--- src/hdl/tfb_pkg.sv ---
// ----------------------------------------------------------------------------
// tfb_pkg
// Shared constants and types for the telemetry frame builder.
// ----------------------------------------------------------------------------
`default_nettype none

package tfb_pkg;

  localparam int unsigned MAX_WORDS_DEF = 16;

  localparam logic [7:0] HDR_SYNC   = 8'hAA;
  localparam logic [7:0] HDR_SRC    = 8'h05;
  localparam logic [7:0] HDR_DST    = 8'hAF;
  localparam logic [7:0] FUNC_RESET = 8'hF1;

  // byte positions within the bytes sent for one word
  localparam logic [3:0] POS_SYNC = 4'd0;
  localparam logic [3:0] POS_SRC  = 4'd1;
  localparam logic [3:0] POS_DST  = 4'd2;
  localparam logic [3:0] POS_FUNC = 4'd3;
  localparam logic [3:0] POS_LEN  = 4'd4;
  localparam logic [3:0] POS_W0   = 4'd5;
  localparam logic [3:0] POS_W1   = 4'd6;
  localparam logic [3:0] POS_W2   = 4'd7;
  localparam logic [3:0] POS_W3   = 4'd8;
  localparam logic [3:0] POS_SUM  = 4'd9;

  typedef struct packed {
    logic [31:0] word;
    logic [7:0]  func;
    logic [7:0]  len;
    logic        header;
    logic        close;
    logic [7:0]  checksum;
  } item_t;

endpackage

`default_nettype wire

--- src/hdl/tfb_word_stage.sv ---
// ----------------------------------------------------------------------------
// tfb_word_stage
// Input register: takes a word, tracks the open frame and works out the
// header, length and checksum the word needs.
// ----------------------------------------------------------------------------
`default_nettype none

module tfb_word_stage #(
  parameter int unsigned MAX_WORDS = tfb_pkg::MAX_WORDS_DEF
) (
  input  wire logic          clk_i,
  input  wire logic          rst_ni,
  input  wire logic          in_valid_i,
  output logic               in_stall_o,
  input  wire logic [31:0]   data_word_i,
  input  wire logic [4:0]    frame_words_i,
  input  wire logic [7:0]    func_i,
  input  wire logic          done_i,
  output logic               item_valid_o,
  output tfb_pkg::item_t     item_o
);

  localparam int CntW = $clog2(MAX_WORDS + 1);
  localparam int CmpW = (CntW > 5) ? CntW : 5;

  logic            item_valid_q, item_valid_d;
  tfb_pkg::item_t  item_q, item_d;
  logic            in_frame_q, in_frame_d;
  logic [CntW-1:0] words_left_q, words_left_d;
  logic [7:0]      running_sum_q, running_sum_d;

  logic            accept;
  logic [CmpW-1:0] cnt_ext;
  logic [CntW-1:0] cnt;
  logic [CntW-1:0] words_eff;
  logic [CntW-1:0] words_next;
  logic            first;
  logic            close;
  logic [7:0]      len;
  logic [7:0]      base_sum;
  logic [7:0]      word_sum;

  assign in_stall_o = item_valid_q && !done_i;
  assign accept     = in_valid_i && !in_stall_o;
  assign first      = !in_frame_q;

  always_comb begin
    cnt_ext = CmpW'(frame_words_i);
    if (cnt_ext == '0) begin
      cnt = CntW'(1);
    end else if (cnt_ext > CmpW'(MAX_WORDS)) begin
      cnt = CntW'(MAX_WORDS);
    end else begin
      cnt = CntW'(cnt_ext);
    end
    len        = 8'({cnt, 2'b00});
    words_eff  = first ? cnt : words_left_q;
    words_next = words_eff - CntW'(1);
    close      = (words_next == '0);
    base_sum   = first ? (tfb_pkg::HDR_SYNC + tfb_pkg::HDR_SRC + tfb_pkg::HDR_DST
                          + func_i + len)
                       : running_sum_q;
    word_sum   = base_sum + data_word_i[31:24] + data_word_i[23:16]
                 + data_word_i[15:8] + data_word_i[7:0];
  end

  always_comb begin
    item_valid_d  = item_valid_q;
    in_frame_d    = in_frame_q;
    words_left_d  = words_left_q;
    running_sum_d = running_sum_q;
    if (done_i) begin
      item_valid_d = 1'b0;
    end
    if (accept) begin
      item_valid_d  = 1'b1;
      in_frame_d    = !close;
      words_left_d  = words_next;
      running_sum_d = close ? 8'h00 : word_sum;
    end
  end

  always_comb begin
    item_d          = item_q;
    if (accept) begin
      item_d.word     = data_word_i;
      item_d.func     = func_i;
      item_d.len      = len;
      item_d.header   = first;
      item_d.close    = close;
      item_d.checksum = word_sum;
    end
  end

  always_ff @(posedge clk_i or negedge rst_ni) begin
    if (!rst_ni) begin
      item_valid_q  <= 1'b0;
      in_frame_q    <= 1'b0;
      words_left_q  <= '0;
      running_sum_q <= 8'h00;
    end else begin
      item_valid_q  <= item_valid_d;
      in_frame_q    <= in_frame_d;
      words_left_q  <= words_left_d;
      running_sum_q <= running_sum_d;
    end
  end

  always_ff @(posedge clk_i) begin
    item_q <= item_d;
  end

  assign item_valid_o = item_valid_q;
  assign item_o       = item_q;

endmodule

`default_nettype wire

--- src/hdl/tfb_byte_seq.sv ---
// ----------------------------------------------------------------------------
// tfb_byte_seq
// Byte sequencer: walks the held word's bytes into the output register,
// one byte each time the output register is empty or its byte is taken.
// ----------------------------------------------------------------------------
`default_nettype none

module tfb_byte_seq (
  input  wire logic           clk_i,
  input  wire logic           rst_ni,
  input  wire logic           item_valid_i,
  input  wire tfb_pkg::item_t item_i,
  output logic                done_o,
  output logic                out_valid_o,
  input  wire logic           out_stall_i,
  output logic [7:0]          out_byte_o,
  output logic                out_frame_end_o,
  output logic                out_last_o
);

  logic       out_valid_q, out_valid_d;
  logic [7:0] byte_q, byte_d;
  logic       frame_end_q, frame_end_d;
  logic       last_q, last_d;
  logic [3:0] idx_q, idx_d;

  logic       advance;
  logic       take;
  logic [3:0] pos;
  logic [3:0] pos_final;
  logic       is_final;
  logic [7:0] sel_byte;

  assign advance   = !out_valid_q || !out_stall_i;
  assign take      = item_valid_i && advance;
  assign pos       = item_i.header ? idx_q : idx_q + tfb_pkg::POS_W0;
  assign pos_final = item_i.close ? tfb_pkg::POS_SUM : tfb_pkg::POS_W3;
  assign is_final  = (pos == pos_final);
  assign done_o    = take && is_final;

  always_comb begin
    unique case (pos)
      tfb_pkg::POS_SYNC: sel_byte = tfb_pkg::HDR_SYNC;
      tfb_pkg::POS_SRC:  sel_byte = tfb_pkg::HDR_SRC;
      tfb_pkg::POS_DST:  sel_byte = tfb_pkg::HDR_DST;
      tfb_pkg::POS_FUNC: sel_byte = item_i.func;
      tfb_pkg::POS_LEN:  sel_byte = item_i.len;
      tfb_pkg::POS_W0:   sel_byte = item_i.word[31:24];
      tfb_pkg::POS_W1:   sel_byte = item_i.word[23:16];
      tfb_pkg::POS_W2:   sel_byte = item_i.word[15:8];
      tfb_pkg::POS_W3:   sel_byte = item_i.word[7:0];
      tfb_pkg::POS_SUM:  sel_byte = item_i.checksum;
      default:           sel_byte = 8'h00;
    endcase
  end

  always_comb begin
    out_valid_d = out_valid_q;
    idx_d       = idx_q;
    if (advance) begin
      out_valid_d = item_valid_i;
    end
    if (take) begin
      idx_d = is_final ? 4'd0 : idx_q + 4'd1;
    end
  end

  always_comb begin
    byte_d      = byte_q;
    frame_end_d = frame_end_q;
    last_d      = last_q;
    if (take) begin
      byte_d      = sel_byte;
      frame_end_d = (pos == tfb_pkg::POS_SUM);
      last_d      = is_final;
    end
  end

  always_ff @(posedge clk_i or negedge rst_ni) begin
    if (!rst_ni) begin
      out_valid_q <= 1'b0;
      idx_q       <= 4'd0;
    end else begin
      out_valid_q <= out_valid_d;
      idx_q       <= idx_d;
    end
  end

  always_ff @(posedge clk_i) begin
    byte_q      <= byte_d;
    frame_end_q <= frame_end_d;
    last_q      <= last_d;
  end

  assign out_valid_o     = out_valid_q;
  assign out_byte_o      = byte_q;
  assign out_frame_end_o = frame_end_q;
  assign out_last_o      = last_q;

endmodule

`default_nettype wire

--- src/hdl/telemetry_frame_builder.sv ---
// ----------------------------------------------------------------------------
// telemetry_frame_builder
// Turns 32-bit payload words into a telemetry byte stream with header and
// 8-bit additive checksum.
//
// Input channel: in_valid_i / in_stall_o with in_data_word_i and
// in_frame_words_i; the count is used only on a frame's first word.
// Output channel: out_valid_o / out_stall_i, one byte per transfer, with
// out_frame_end_o on the checksum byte and out_last_o on the final byte
// produced for an input word.
// Config: cfg_we_i writes cfg_data_i into the function code.
// Path: a taken word is held in the word stage's item register, then its bytes load into the output register.
// Throughput: one output byte per cycle while out_stall_i is low; a word
// gives 4 bytes, 5 when it closes a frame, 9 when it opens one and 10 for a
// one-word frame; the byte sequencer and its single output register set it.
// The next word is taken in the cycle its predecessor's final byte is loaded.
// Reset: no frame open, outputs empty, function code 0xF1.
// Stall: the output byte holds while out_stall_i is high and the input
// register fills and then stalls the sender.
// ----------------------------------------------------------------------------
`default_nettype none

module telemetry_frame_builder #(
  parameter int unsigned MAX_WORDS = tfb_pkg::MAX_WORDS_DEF
) (
  input  wire logic        clk_i,
  input  wire logic        rst_ni,
  input  wire logic        cfg_we_i,
  input  wire logic [7:0]  cfg_data_i,
  input  wire logic        in_valid_i,
  output logic             in_stall_o,
  input  wire logic [31:0] in_data_word_i,
  input  wire logic [4:0]  in_frame_words_i,
  output logic             out_valid_o,
  input  wire logic        out_stall_i,
  output logic [7:0]       out_byte_o,
  output logic             out_frame_end_o,
  output logic             out_last_o
);

  logic [7:0]     func_code_q;
  logic           item_valid;
  tfb_pkg::item_t item;
  logic           seq_done;

  always_ff @(posedge clk_i or negedge rst_ni) begin
    if (!rst_ni) begin
      func_code_q <= tfb_pkg::FUNC_RESET;
    end else if (cfg_we_i) begin
      func_code_q <= cfg_data_i;
    end
  end

  tfb_word_stage #(
    .MAX_WORDS(MAX_WORDS)
  ) u_word_stage (
    .clk_i        (clk_i),
    .rst_ni       (rst_ni),
    .in_valid_i   (in_valid_i),
    .in_stall_o   (in_stall_o),
    .data_word_i  (in_data_word_i),
    .frame_words_i(in_frame_words_i),
    .func_i       (func_code_q),
    .done_i       (seq_done),
    .item_valid_o (item_valid),
    .item_o       (item)
  );

  tfb_byte_seq u_byte_seq (
    .clk_i          (clk_i),
    .rst_ni         (rst_ni),
    .item_valid_i   (item_valid),
    .item_i         (item),
    .done_o         (seq_done),
    .out_valid_o    (out_valid_o),
    .out_stall_i    (out_stall_i),
    .out_byte_o     (out_byte_o),
    .out_frame_end_o(out_frame_end_o),
    .out_last_o     (out_last_o)
  );

  a_end_is_last: assert property (@(posedge clk_i) disable iff (!rst_ni)
    out_valid_o && out_frame_end_o |-> out_last_o)
    else $error("checksum byte not marked last");

  a_no_gap: assert property (@(posedge clk_i) disable iff (!rst_ni)
    out_valid_o && !out_stall_i && !out_last_o |=> out_valid_o)
    else $error("gap inside the bytes of one word");

  a_hold_item: assert property (@(posedge clk_i) disable iff (!rst_ni)
    item_valid && !seq_done |-> in_stall_o)
    else $error("word taken while previous word still sending");

  a_accept_fills: assert property (@(posedge clk_i) disable iff (!rst_ni)
    in_valid_i && !in_stall_o |=> item_valid)
    else $error("accepted word not held");

endmodule

`default_nettype wire

--- config.mk ---
export PLATFORM = sky130hd
export DESIGN_NAME = telemetry_frame_builder
export DESIGN_NICKNAME = d
export VERILOG_FILES = /design/src/hdl/tfb_pkg.sv /design/src/hdl/tfb_word_stage.sv /design/src/hdl/tfb_byte_seq.sv /design/src/hdl/telemetry_frame_builder.sv
export SDC_FILE = /design/constraint.sdc
export NUM_CORES = 1
export LEC_CHECK = 0
export BUFFER_PORTS_ARGS = -buffer_cell sky130_fd_sc_hd__buf_2
export CAP_MARGIN = 20
export CORE_MARGIN = 3
export CORE_UTILIZATION = 55
export CTS_BUF_LIST = sky130_fd_sc_hd__clkbuf_4 sky130_fd_sc_hd__clkbuf_8 sky130_fd_sc_hd__clkbuf_16
export CTS_CLUSTER_SIZE = 28
export DETAILED_ROUTE_END_ITERATION = 6
export GPL_TIMING_DRIVEN = 0
export PLACE_DENSITY_LB_ADDON = 0.08
export SLEW_MARGIN = 20
export SYNTH_ARGS = -nofsm -noshare
export SYNTH_HDL_FRONTEND = slang
export SYNTH_SLANG_ARGS = --single-unit
--- constraint.sdc ---
create_clock -name clk_i -period 11.4 [get_ports clk_i]
set_input_delay 2.28 -clock clk_i [delete_from_list [all_inputs] [get_ports clk_i]]
set_output_delay 2.28 -clock clk_i [all_outputs]
set_load 0.02 [all_outputs]
==> results of run 1 <==
worst max-delay path, delay by kind of cell:
| family | cells | cell delay [ns] |
|---|---|---|
| buffers and inverters | 2 | 0.15 |
| adders and majority gates | 5 | 1.75 |
| AOI/OAI and AO/OA | 6 | 1.13 |
| xor gates and xnor gates | 1 | 0.14 |
| and+or+nand+nor | 3 | 0.62 |
cells in the mapped netlist (3+ instances only):
master / n
ha_1: 21
a221oi_1: 6
o21a_1: 3
a211o_1: 4
a211oi_1: 5
dfstp_2: 5
o31ai_1: 3
buf_2: 5
a22oi_1: 5
xor2_1: 9
mux2i_1: 6
xnor2_1: 10
nand3_1: 6
a21oi_1: 24
clkbuf_1: 10
o21ai_0: 28
and3_1: 3
nor2_1: 17
inv_1: 42
edfxtp_1: 65
nor2b_1: 4
dfrtp_1: 23
fa_1: 21
a21o_1: 4
mux2_2: 6
nand2b_1: 7
nor3_1: 5
nand2_1: 47
o2111ai_1: 3
worst min path at each step:
stage / slack [ns] / end / start / cells past startpoint
floorplan: 0.42 / u_word_stage.item_o[20]$_DFFE_PP_ / func_code_q[2]$_DFFE_PN0P_ / 0
global placement: 0.44 / u_word_stage.item_o[21]$_DFFE_PP_ / func_code_q[3]$_DFFE_PN0P_ / 0
detailed placement: 0.44 / u_word_stage.item_o[21]$_DFFE_PP_ / func_code_q[3]$_DFFE_PN0P_ / 0
CTS: 0.47 / u_word_stage.item_o[21]$_DFFE_PP_ / func_code_q[3]$_DFFE_PN0P_ / 0
global route: 0.49 / u_word_stage.item_o[21]$_DFFE_PP_ / func_code_q[3]$_DFFE_PN0P_ / 0
finish: 0.47 / u_word_stage.item_o[21]$_DFFE_PP_ / func_code_q[3]$_DFFE_PN0P_ / 0
through the flow:
step / power, mW / utilization / instance area, µm² / setup slack, ns
floorplan: 1.06 / - / 5170 / 5.54
global placement: 1.23 / 0.628 / 5610 / 5.11
detailed placement: 1.25 / 0.628 / 5610 / 5.06
CTS: 1.48 / 0.651 / 5810 / 5.46
global route: 1.60 / 0.651 / 5810 / 5.17
finish: 1.48 / 0.651 / 5810 / 5.42
cell families after synthesis:
logic type | share of synthesized area
xor gates and xnor gates | 0.0322
adders and majority gates | 0.132
DFF | 0.515
muxes | 0.0291
and+or+nand+nor | 0.0942
buffers and inverters | 0.0477
AOI/OAI and AO/OA | 0.150
flip-flops by register name (all words and copies together) (netlist names), 4 cells and up:
register	cells
u_word_stage.words_left_q	5
u_byte_seq.idx_q	4
u_word_stage.item_o	55
func_code_q	8
u_word_stage.running_sum_q	8
u_byte_seq.out_byte_o	8
power by group:
| part | total, mW | leakage, nW | switching (mW) | internal [mW] |
|---|---|---|---|---|
| Clock | 0.225 | 0.0965 | 0.120 | 0.105 |
| Sequential | 0.496 | 0.928 | 0.0307 | 0.466 |
| Combinational | 0.757 | 1.42 | 0.459 | 0.298 |
area by class of cell:
| class | instances | area [µm²] | area share |
|---|---|---|---|
| Clock inverter | 6 | 71.3 | 0.0123 |
| Inverter | 43 | 164 | 0.0282 |
| Clock buffer | 10 | 131 | 0.0226 |
| Buffer | 17 | 85.1 | 0.0146 |
| Multi-Input combinational cell | 286 | 2260 | 0.389 |
| Tap cell | 108 | 135 | 0.0232 |
| Sequential cell | 93 | 2660 | 0.457 |
| Timing Repair Buffer | 61 | 305 | 0.0525 |
per-layer routing:
layer,routed length [µm],track usage,part of all wire,vias up
met5,0,0,0,-
met4,170,0.0707,0.015,0
met3,784,0.0453,0.069,13
met2,5380,0.363,0.47,131
met1,5030,0.322,0.44,1773
li1,-,-,-,1721
==> key figures, run 1 <==
Run status
  – Status: finished, violations left
  – Failing checks: DRC

Timing
  – RSZ-0062 raised after global routing: false
  – Final setup vio count: 0
  – Slew headroom: 0.471
  – Final min period: 5.98 ns
  – Final Max Slew Viols: 0
  – Worst Tran Pin Value: 0.772 ns
  – Fin. Hold Viols: 0
  – Hold Slack: 0.466 ns
  – Final period util: 0.524
  – F_max: 167 MHz
  – Setup TNS: 0 ns
  – Layout Skew: 0.00656 ns

Die
  – Initial Utilization: 0.578
  – Die area: 10600 µm²
  – Die Width: 103 µm
  – I/O Pins: 62
  – Die Y: 103 µm
  – FP Rows: 34
  – Core area: 8930 µm²

Clocking
  – Clock sink count: 93
  – Post-CTS Setup Bufs: 0
  – Clk buf depth: 2
  – Hold buffer count at cts: 0
  – Clk root buf: clkbuf_8
  – Worst-Skew Late Latency: 0.36 ns
  – CTS Buf Count: 9
  – Clock slew at reported path FFs: 0.09 ns
  – # H-tree levels: 3
  – Post-cts gate resize count: 0
  – CTS tree: done

Yosys
  – Post-synth EDFFs: 65
  – Mapped Cells: 439
  – Synthesis Warnings: 0
  – Net Count, Synth: 531
  – Cell variety after synth: 62
  – Mapped Area: 5170 µm²
  – Top post-synthesis cells by area: edfxtp_1 (38%), dfrtp_1 (11%), fa_1 (8.1%)
  – FF+latch count, synth: 93
  – Post-synth top area cell: edfxtp_1
  – Synthesized area per cell: 11.8 µm²
  – Seq/Total Area, Yosys: 0.515
  – Synth top area share: 0.378
  – Fraction of registers with async set/reset: 0.301
  – Ys flop type: edfxtp_1

Global routing
  – GRT Total Usage: 0.229
  – Initial antenna violation count: 0
  – Number of global-route vias before repair: 3665
  – Largest net degree at the start of global routing: 58
  – First-pass GRT wire length: 18.2 mm
  – Global route overflow: 0

Layout
  – Diode count: 0
  – Nets: 603
  – Layout area overhead: 12.5%
  – Filler-free cell count of the finished design: 624
  – # fillers: 741
  – Commonest non-fill, non-tap cell in the layout: buf_2
  – Share of cells above drive strength 1: 0.203
  – Most frequent cells in the layout: buf_2 (66), edfxtp_1 (65), nand2_1 (47)

Setup path
  – Worst Reg-to-Reg Cells: 15
  – Crit end category: flop
  – Crit path launch: in_frame_words_i[1]
  – Critical-path maximum fanout: 4
  – Critical Path End: u_word_stage.item_o[7]$_DFFE_PP_
  – Cell mode on critical path: ha_1
  – CP peak stage delay: 0.48 ns
  – Critical Path RT: 11.52 ns
  – R2R Path Start: func_code_q[2]$_DFFE_PN0P_
  – Worst EP arrival: 6.09 ns
  – Reg2Reg Capture Point: u_word_stage.item_o[7]$_DFFE_PP_
  – Cells along the critical path: buf_2 -> nor3_1 -> o21ai_0 -> ha_1 -> inv_1 -> ha_1 -> fa_1 -> xnor2_1 -> o21ai_0 -> fa_1 -> ha_1 -> o21a_1 -> o31a_1 -> o21a_1 -> or3_1 -> a21oi_1 -> nor2_1
  – R2r setup slk: 7.43 ns
  – Slowest-stage cell, CP: fa_1
  – WS Path Type: in2reg
  – Startpoint type of the worst setup path: input pin

Drt
  – Drc violations: 2
  – DR vias: 3638
  – Antenna-violating nets left: 0
  – Initial DRT Pass Iterations: 7
  – Initial DRC count: 195
  – Final wirelength: 11.4 mm
  – Post-DR vias/cell: 5.83
  – Wire per inst: 18.2 µm

Placed design
  – Port Buf Inserts: 61
  – RD Place Congestion: 0.967
  – Total placed cells including tap cells: 608
  – Hpwl dp: 8.75 mm

Hold path
  – Worst hold-check path type: reg2reg

Power and ir drop
  – Power Dens Cells: 254 nW/µm²
  – Leak: 2.45 nW
  – Maximum vdd ir drop: 0.127 mV

Run
  – Max Cap Viol: 0
Note: power is estimated with default switching activity, not from simulation.
==> run 2: changes to the inputs <==
--- a/config.mk
+++ b/config.mk
@@ -5,10 +5,11 @@
 export SDC_FILE = /design/constraint.sdc
 export NUM_CORES = 1
 export LEC_CHECK = 0
+export ABC_AREA = 1
 export BUFFER_PORTS_ARGS = -buffer_cell sky130_fd_sc_hd__buf_2
 export CAP_MARGIN = 20
 export CORE_MARGIN = 3
-export CORE_UTILIZATION = 55
+export CORE_UTILIZATION = 53
 export CTS_BUF_LIST = sky130_fd_sc_hd__clkbuf_4 sky130_fd_sc_hd__clkbuf_8 sky130_fd_sc_hd__clkbuf_16
 export CTS_CLUSTER_SIZE = 28
 export DETAILED_ROUTE_END_ITERATION = 6
==> constraint.sdc (replaced) <==
create_clock -name clk_i -period 5.4 [get_ports clk_i]
set_input_delay 1.08 -clock clk_i [delete_from_list [all_inputs] [get_ports clk_i]]
set_output_delay 1.08 -clock clk_i [all_outputs]
set_load 0.02 [all_outputs]
==> run 2 against run 1 <==
- the flow now finishes without violations
- cell area is 1.9% higher
- routed wire length is 1.3% lower
- register-to-register slack worse by 5.8 ns
- synthesized cell count is 25% higher
- power is 120% higher
- clock power is 120% higher
- via count is 5.0% higher
- setup slack worse by 4.6 ns
- first-iteration DRC count is 46% higher
- largest power group unchanged
- highest routed layer unchanged
==> key figures, run 2 <==
Power and ir drop
  – Total power: 3.30 mW (+120%)
  – Power Dens Cells: 558 nW/µm² (+120%)
  – Sw Pwr: 1.43 mW (+130%)
  – Sequential share of power: 0.353 (+0.017)
  – Int Pwr: 1.88 mW (+120%)
  – Maximum vdd ir drop: 0.393 mV (+210%)
  – Comb power frac: 0.498 (-0.014)
  – Switching share of power: 0.432 (+0.0200)
  – Leak: 2.88 nW (+18%)
  – Clock power frac: 0.149 (-0.003)

Placed design
  – Hpwl dp: 8.59 mm (-1.8%)
  – RD Place Congestion: 0.886 (-8.4%)
  – Setup Slack @ Placement: 0.439 ns (-4.62 ns)
  – Port Buf Inserts: 61 (unchanged)
  – Post-Place Cell Area: 5700 µm² (+1.7%)

Die
  – FP Rows: 35 (+2.9%)
  – Die area: 11100 µm² (+4.8%)
  – Die Width: 105 µm (+2.4%)
  – Die Y: 105 µm (+2.4%)
  – Core area: 9420 µm² (+5.4%)
  – I/O Pins: 62 (unchanged)
  – Initial Utilization: 0.556 (-0.0224)

Hold path
  – Hold path depth: 0 (unchanged)
  – Endpoint, Worst Hold: u_word_stage.item_o[21]$_DFFE_PP_
  – Worst hold-check path type: reg2reg
  – Hold_sp: func_code_q[3]$_DFFE_PN0P_

Yosys
  – Fraction of registers with async set/reset: 0.301 (unchanged)
  – Mapped Cells: 548 (+25%)
  – FF+latch count, synth: 93 (unchanged)
  – Top post-synthesis cells by area: edfxtp_1 (37%), nand2_1 (14%), dfrtp_1 (11%)
  – Post-synth EDFFs: 65 (unchanged)
  – Seq/Total Area, Yosys: 0.508 (-0.00664)
  – Simple-gate share of the synthesized area: 0.232 (+0.138)
  – Mapped Area: 5240 µm² (+1.3%)
  – Ys flop type: edfxtp_1
  – Cell variety after synth: 37 (-40%)
  – Xor/xnor share of the synthesized area: 0.0134 (-0.0188)
  – Mux cell area share after synthesis: 0.00813 (-0.0209)
  – Synthesis Warnings: 0 (unchanged)
  – Synth Area in Compound Gates: 0.0397 (-0.110)
  – Cell with the most instances after synthesis: nand2_1
  – Largest family of logic cells by synthesized area: simple AND/OR/NAND/NOR gates
  – Commonest cells post-synth: nand2_1 (190), inv_1 (79), edfxtp_1 (65)
  – Synth Area in Adders: 0.130 (-0.00171)
  – Post-synth top area cell: edfxtp_1
  – Synthesized area per cell: 9.55 µm² (-19%)
  – Synth top area share: 0.373 (-0.00488)
  – Net Count, Synth: 640 (+21%)

Setup path
  – Reg2Reg Capture Point: u_word_stage.item_o[7]$_DFFE_PP_
  – Critical-path maximum fanout: 3 (-1)
  – Worst Reg-to-Reg Cells: 23 (+8)
  – Critical Path RT: 5.51 ns (-6.01 ns)
  – R2r setup slk: 1.65 ns (-5.78 ns)
  – Worst EP arrival: 4.70 ns (-1.39 ns)
  – WS Path Type: in2reg
  – Startpoint type of the worst setup path: input pin
  – R2R Path Start: func_code_q[2]$_DFFE_PN0P_
  – Crit end category: flop

Timing
  – Worst setup margin: 0.812 ns (-4.61 ns)
  – Final setup vio count: 0 (unchanged)
  – Final Max Slew Viols: 0 (unchanged)
  – Slew headroom: 0.500 (+0.0292)
  – Layout Skew: 0.0108 ns (+0.00420 ns)
  – Worst Tran Pin Value: 0.750 ns (-0.0217 ns)
  – RSZ-0062 raised after global routing: false
  – Final period util: 0.850
  – Final min period: 4.59 ns
  – F_max: 218 MHz
  – Fin. Hold Viols: 0 (unchanged)
  – Setup TNS: 0 ns (unchanged)

Clocking
  – Clock slew at reported path FFs: 0.09 ns (about the same)
  – Worst-Skew Late Latency: 0.36 ns (about the same)
  – # H-tree levels: 3 (unchanged)
  – Clk root buf: clkbuf_8
  – Clock sink count: 93 (unchanged)
  – Clk buf depth: 2 (unchanged)
  – Hold buffer count at cts: 0 (unchanged)
  – Post-CTS Setup Bufs: 0 (unchanged)
  – Post-cts gate resize count: 0 (unchanged)
  – CTS tree: done
  – CTS Buf Count: 9 (unchanged)

Layout
  – # fillers: 800 (+8.0%)
  – Max FFs per register: 55 (unchanged)
  – Final Cell Area: 5920 µm² (+1.9%)
  – Diode count: 0 (unchanged)
  – Share of cells above drive strength 1: 0.198 (-0.00509)
  – Nets: 712 (+18%)
  – Commonest non-fill, non-tap cell in the layout: nand2_1
  – Layout area overhead: 13.1%
  – Most frequent cells in the layout: nand2_1 (190), inv_1 (79), edfxtp_1 (65)

Drt
  – DR vias: 3821 (+5.0%)
  – Initial DRC count: 284 (+46%)
  – Drc violations: 0 (-2)
  – Wire per inst: 14.9 µm (-18%)
  – Final wirelength: 11.2 mm (-1.3%)
  – Antenna-violating nets left: 0 (unchanged)
  – Post-DR vias/cell: 5.07 (-13%)
  – Initial DRT Pass Iterations: 5 (-2)

Run status
  – Status: completed

Global routing
  – Initial antenna violation count: 0 (unchanged)
  – GRT Total Usage: 0.214 (-0.0148)
  – Largest net degree at the start of global routing: 60 (+3.4%)
  – Number of global-route vias before repair: 3755 (+2.5%)
  – First-pass GRT wire length: 18.4 mm (+0.76%)
  – Global route overflow: 0 (unchanged)

Run
  – Max Cap Viol: 0 (unchanged)
## run 2: cell count changes after synthesis, moves of 8 or more
cell	previous run	this run
nand2_2	0	10
o21ai_0	28	18
nand2_1	47	190
inv_1	42	79
clkbuf_1	10	2
nand3_1	6	18
xnor2_1	10	2
a21oi_1	24	9
nor2_1	17	26
## run 2: cell type report
cell class | count | area [µm²] | share of cell area
Clock buffer | 13 | 195 | 0.0330
Buffer | 4 | 30.0 | 0.00507
Tap cell | 129 | 161 | 0.0272
Clock inverter | 3 | 23.8 | 0.00401
Inverter | 87 | 329 | 0.0556
Multi-Input combinational cell | 364 | 2220 | 0.375
Timing Repair Buffer | 61 | 305 | 0.0515
Sequential cell | 93 | 2660 | 0.449
## run 2: kinds of logic (layout without fill, tap and decap cells)
group | Yosys count | after routing
simple gates | 273 | 273
xor+xnor | 8 | 8
buf+inv | 91 | 168
flops | 93 | 93
compound gates | 37 | 37
fa+ha+maj | 42 | 42
mux | 4 | 4
## run 2: through the flow
step / hold slack [ns] / util / instances
after global routing: 0.450 / 0.629 / 754
final: 0.445 / 0.629 / 754
after CTS: 0.446 / 0.629 / 754
after detailed placement: 0.433 / 0.606 / 738
after floorplan: 0.425 / - / 548
after global placement: 0.436 / 0.606 / 738
## run 2: worst max-delay path by stage
stage | to | depth (start not counted) | from
2_1_floorplan | u_word_stage.item_o[7]$_DFFE_PP_ | 26 | in_frame_words_i[3]
3_3_place_gp | u_word_stage.item_o[7]$_DFFE_PP_ | 27 | in_frame_words_i[2]
3_5_place_dp | u_word_stage.item_o[7]$_DFFE_PP_ | 25 | in_frame_words_i[3]
4_1_cts | u_word_stage.item_o[7]$_DFFE_PP_ | 23 | in_frame_words_i[3]
5_1_grt | u_word_stage.item_o[7]$_DFFE_PP_ | 27 | in_frame_words_i[3]
6_report | u_word_stage.item_o[7]$_DFFE_PP_ | 27 | in_frame_words_i[3]
## run 2: worst max-delay path: stages
cell and delay (ns):
buf_2 0.11, nor2_1 0.11, nand2_1 0.09, nand2_1 0.11, nand2_1 0.11, ha_1 0.29
inv_1 0.04, ha_1 0.23, fa_1 0.40, nand2_1 0.10, nand2_1 0.06, a21oi_1 0.15
xor2_1 0.08, nand2_1 0.06, o21ai_0 0.12, fa_1 0.51, inv_1 0.04, ha_1 0.32
nand2_1 0.09, inv_1 0.06, nand4_1 0.07, o211ai_1 0.15, inv_1 0.07, nand2_1 0.09
nand2_1 0.05, nand2_1 0.05, nand2_1 0.07
## run 2: layer usage
metal / vias to the layer above / global-route usage / routed length, µm
li1: 1890 / - / -
met1: 1813 / 0.301 / 5020
met2: 104 / 0.345 / 5430
met3: 14 / 0.0306 / 601
met4: 0 / 0.0684 / 153
met5: - / 0 / 0
## run 2: power by group through the flow
stage	clock [mW]	combinational [mW]	sequential, mW
2_1_floorplan	0	1.17	1.21
3_3_place_gp	0	1.58	1.18
3_5_place_dp	0	1.64	1.18
4_1_cts	0.500	1.65	1.17
5_1_grt	0.524	1.85	1.19
6_report	0.491	1.64	1.17
==> run 3: changes to the inputs <==
--- a/config.mk
+++ b/config.mk
@@ -5,11 +5,11 @@
 export SDC_FILE = /design/constraint.sdc
 export NUM_CORES = 1
 export LEC_CHECK = 0
-export ABC_AREA = 1
+export ABC_AREA = 0
 export BUFFER_PORTS_ARGS = -buffer_cell sky130_fd_sc_hd__buf_2
 export CAP_MARGIN = 20
 export CORE_MARGIN = 3
-export CORE_UTILIZATION = 53
+export CORE_UTILIZATION = 55
 export CTS_BUF_LIST = sky130_fd_sc_hd__clkbuf_4 sky130_fd_sc_hd__clkbuf_8 sky130_fd_sc_hd__clkbuf_16
 export CTS_CLUSTER_SIZE = 28
 export DETAILED_ROUTE_END_ITERATION = 6
==> constraint.sdc (replaced) <==
create_clock -name clk_i -period 4.4 [get_ports clk_i]
set_input_delay 0.88 -clock clk_i [delete_from_list [all_inputs] [get_ports clk_i]]
set_output_delay 0.88 -clock clk_i [all_outputs]
set_load 0.02 [all_outputs]
==> run 3 against run 2 <==
- die area is 4.6% lower
- critical path depth is 10 lower
- non-clock buffer count is 13 higher
- via count is 5.4% lower
==> key figures, run 3 (same netlist as run 1, synthesis figures left out) <==
Power and ir drop
  – Leak: 2.48 nW (-14%)
  – Sequential share of power: 0.317 (-0.036)
  – Int Pwr: 2.43 mW (+30%)
  – Switching share of power: 0.399 (-0.0331)
  – Maximum vdd ir drop: 0.307 mV (-22%)
  – Comb power frac: 0.514 (+0.016)
  – Power Dens Cells: 681 nW/µm² (+22%)
  – Sw Pwr: 1.62 mW (+13%)
  – Clock power frac: 0.169 (+0.020)

Timing
  – F_max: 233 MHz
  – Final Max Slew Viols: 0 (unchanged)
  – Final setup vio count: 0 (unchanged)
  – RSZ-0062 raised after global routing: true
  – Worst Tran Pin Value: 0.794 ns (+0.0434 ns)
  – Final min period: 4.30 ns
  – Slew headroom: 0.456 (-0.0441)
  – Worst setup margin: 0.101 ns (-0.710 ns)
  – Layout Skew: 0.0121 ns (+0.00131 ns)
  – Fin. Hold Viols: 0 (unchanged)
  – Final period util: 0.977

Clocking
  – Clk root buf: clkbuf_8
  – # H-tree levels: 3 (unchanged)
  – CTS Buf Count: 9 (unchanged)
  – CTS tree: done
  – Worst-Skew Late Latency: 0.36 ns (about the same)
  – Clock slew at reported path FFs: 0.09 ns (about the same)
  – Clk buf depth: 2 (unchanged)
  – Clock sink count: 93 (unchanged)
  – Post-CTS Setup Bufs: 0 (unchanged)

Global routing
  – Largest net degree at the start of global routing: 58 (-3.3%)
  – GRT Total Usage: 0.229 (+0.0145)
  – Global route overflow: 0 (unchanged)
  – Initial antenna violation count: 0 (unchanged)
  – Number of global-route vias before repair: 3582 (-4.6%)
  – First-pass GRT wire length: 18.3 mm (-0.64%)

Drt
  – Post-DR vias/cell: 5.79 (+14%)
  – Initial DRC count: 259 (-8.8%)
  – Drc violations: 0 (unchanged)
  – Antenna-violating nets left: 0 (unchanged)
  – Initial DRT Pass Iterations: 7 (+2)
  – Final wirelength: 11.2 mm (about the same)
  – DR vias: 3615 (-5.4%)
  – Wire per inst: 18.0 µm (+21%)

Setup path
  – Worst EP arrival: 4.57 ns (-0.13 ns)
  – Startpoint type of the worst setup path: input pin
  – Crit end category: flop
  – WS Path Type: in2reg
  – Critical-path maximum fanout: 4 (+1)
  – Critical Path RT: 4.68 ns (-0.83 ns)

Layout
  – Final Cell Area: 5950 µm² (+0.42%)
  – # fillers: 690 (-14%)
  – Nets: 603 (-15%)
  – Layout area overhead: 15.1%
  – Diode count: 0 (unchanged)
  – Most frequent cells in the layout: buf_2 (66), edfxtp_1 (65), nand2_1 (46)
  – Share of cells above drive strength 1: 0.234 (+0.0361)
  – Commonest non-fill, non-tap cell in the layout: buf_2
  – FF+latch area: 2660 µm² (unchanged)
  – Area of the multi-input gates: 2350 µm² (+5.7%)
  – Max FFs per register: 55 (unchanged)

Hold path
  – Worst hold-check path type: reg2reg

Placed design
  – Hpwl dp: 8.45 mm (-1.6%)
  – Setup Slack @ Placement: -0.443 ns (-0.881 ns)
  – Post-Place Cell Area: 5620 µm² (-1.5%)
  – RD Place Congestion: 0.912 (+3.0%)
  – Port Buf Inserts: 61 (unchanged)

Die
  – Die Width: 103 µm (-2.3%)
  – I/O Pins: 62 (unchanged)
  – Initial Utilization: 0.578 (+0.0224)
  – Die Y: 103 µm (-2.3%)
  – Core area: 8930 µm² (-5.1%)
  – Die area: 10600 µm² (-4.6%)
  – FP Rows: 34 (-2.9%)

Run
  – Max Cap Viol: 0 (unchanged)

Run status
  – Status: completed
run 3: cell types whose count changed in the layout (fill, tap and decap cells not counted), moves of 6 or more:
cell	previous run	this run
nand2b_1	0	7
nor2_1	26	17
nand3_1	18	6
inv_2	7	1
o21ai_0	18	24
inv_1	79	40
a21oi_1	9	20
nand2_2	10	1
a221oi_1	0	6
nand2_1	190	46
xnor2_1	2	10
clkbuf_1	2	9
nor2_4	7	0
run 3: routing by layer:
layer / track usage / vias up / share of wire
met3: 0.0447 / 13 / 0.075
met5: 0 / - / 0
met4: 0.0707 / 0 / 0.013
met1: 0.325 / 1736 / 0.43
li1: - / 1718 / -
met2: 0.357 / 148 / 0.48
run 3: worst paths after layout:
kind	start	to	slack, ns	cells after the start
setup / recovery	in_frame_words_i[2]	u_word_stage.running_sum_q[7]$_DFFE_PN0P_	0.10	17
hold / removal	func_code_q[3]$_DFFE_PN0P_	u_word_stage.item_o[21]$_DFFE_PP_	0.45	0
setup reg to reg	u_word_stage.in_frame_q$_DFFE_PN0P_	u_word_stage.running_sum_q[7]$_DFFE_PN0P_	0.54	15
hold reg to reg	func_code_q[3]$_DFFE_PN0P_	u_word_stage.item_o[21]$_DFFE_PP_	0.45	0
max in group asynchronous	rst_ni	u_byte_seq.idx_q[2]$_DFFE_PN0P_	3.40	1
min in group asynchronous	rst_ni	u_word_stage.running_sum_q[7]$_DFFE_PN0P_	0.55	1
run 3: worst max-delay path, cell delays in order:
cell     delay (ns)
buf_2          0.13
nor3_4         0.21
o21ai_2        0.08
ha_1           0.27
inv_1          0.06
ha_4           0.16
fa_2           0.53
mux2i_2        0.09
fa_1           0.54
inv_2          0.05
ha_4           0.24
nor2b_1        0.14
o31a_1         0.25
o21a_1         0.21
or3_4          0.36
and3_4         0.19
o32ai_2        0.19
run 3: power by group through the flow:
stage	combinational, mW	clock, mW	sequential [mW]
after floorplan	1.43	0	1.34
after global placement	1.90	0	1.30
after detailed placement	1.96	0	1.30
after CTS	1.98	0.700	1.28
after global routing	2.34	0.728	1.30
final	2.08	0.682	1.29
run 3: what timing repair did:
action | 4_1_cts | 5_1_grt
hold buffers | 0 | 0
endpoints found under the setup margin | 2 | 2
pin swaps | 0 | 7
resized for setup | 2 | 19
run 3: metrics by stage:
stage | instances | utilization | setup TNS, ns | hold WS (ns) | total power, mW
finish | 624 | 0.666 | 0 | 0.447 | 4.05
global route | 624 | 0.666 | -0.117 | 0.459 | 4.37
CTS | 624 | 0.658 | 0 | 0.448 | 3.97
detailed placement | 608 | 0.629 | -0.838 | 0.433 | 3.26
global placement | 608 | 0.629 | -0.773 | 0.427 | 3.20
floorplan | 439 | - | 0 | 0.425 | 2.77
run 3: cell type report:
type,count,share of cell area
buffer,17,0.0145
clock buffer,13,0.0309
clock inverter,3,0.0109
inverter,43,0.0280
multi-input combinational,286,0.395
sequential,93,0.447
tap,108,0.0227
timing repair buffer,61,0.0513
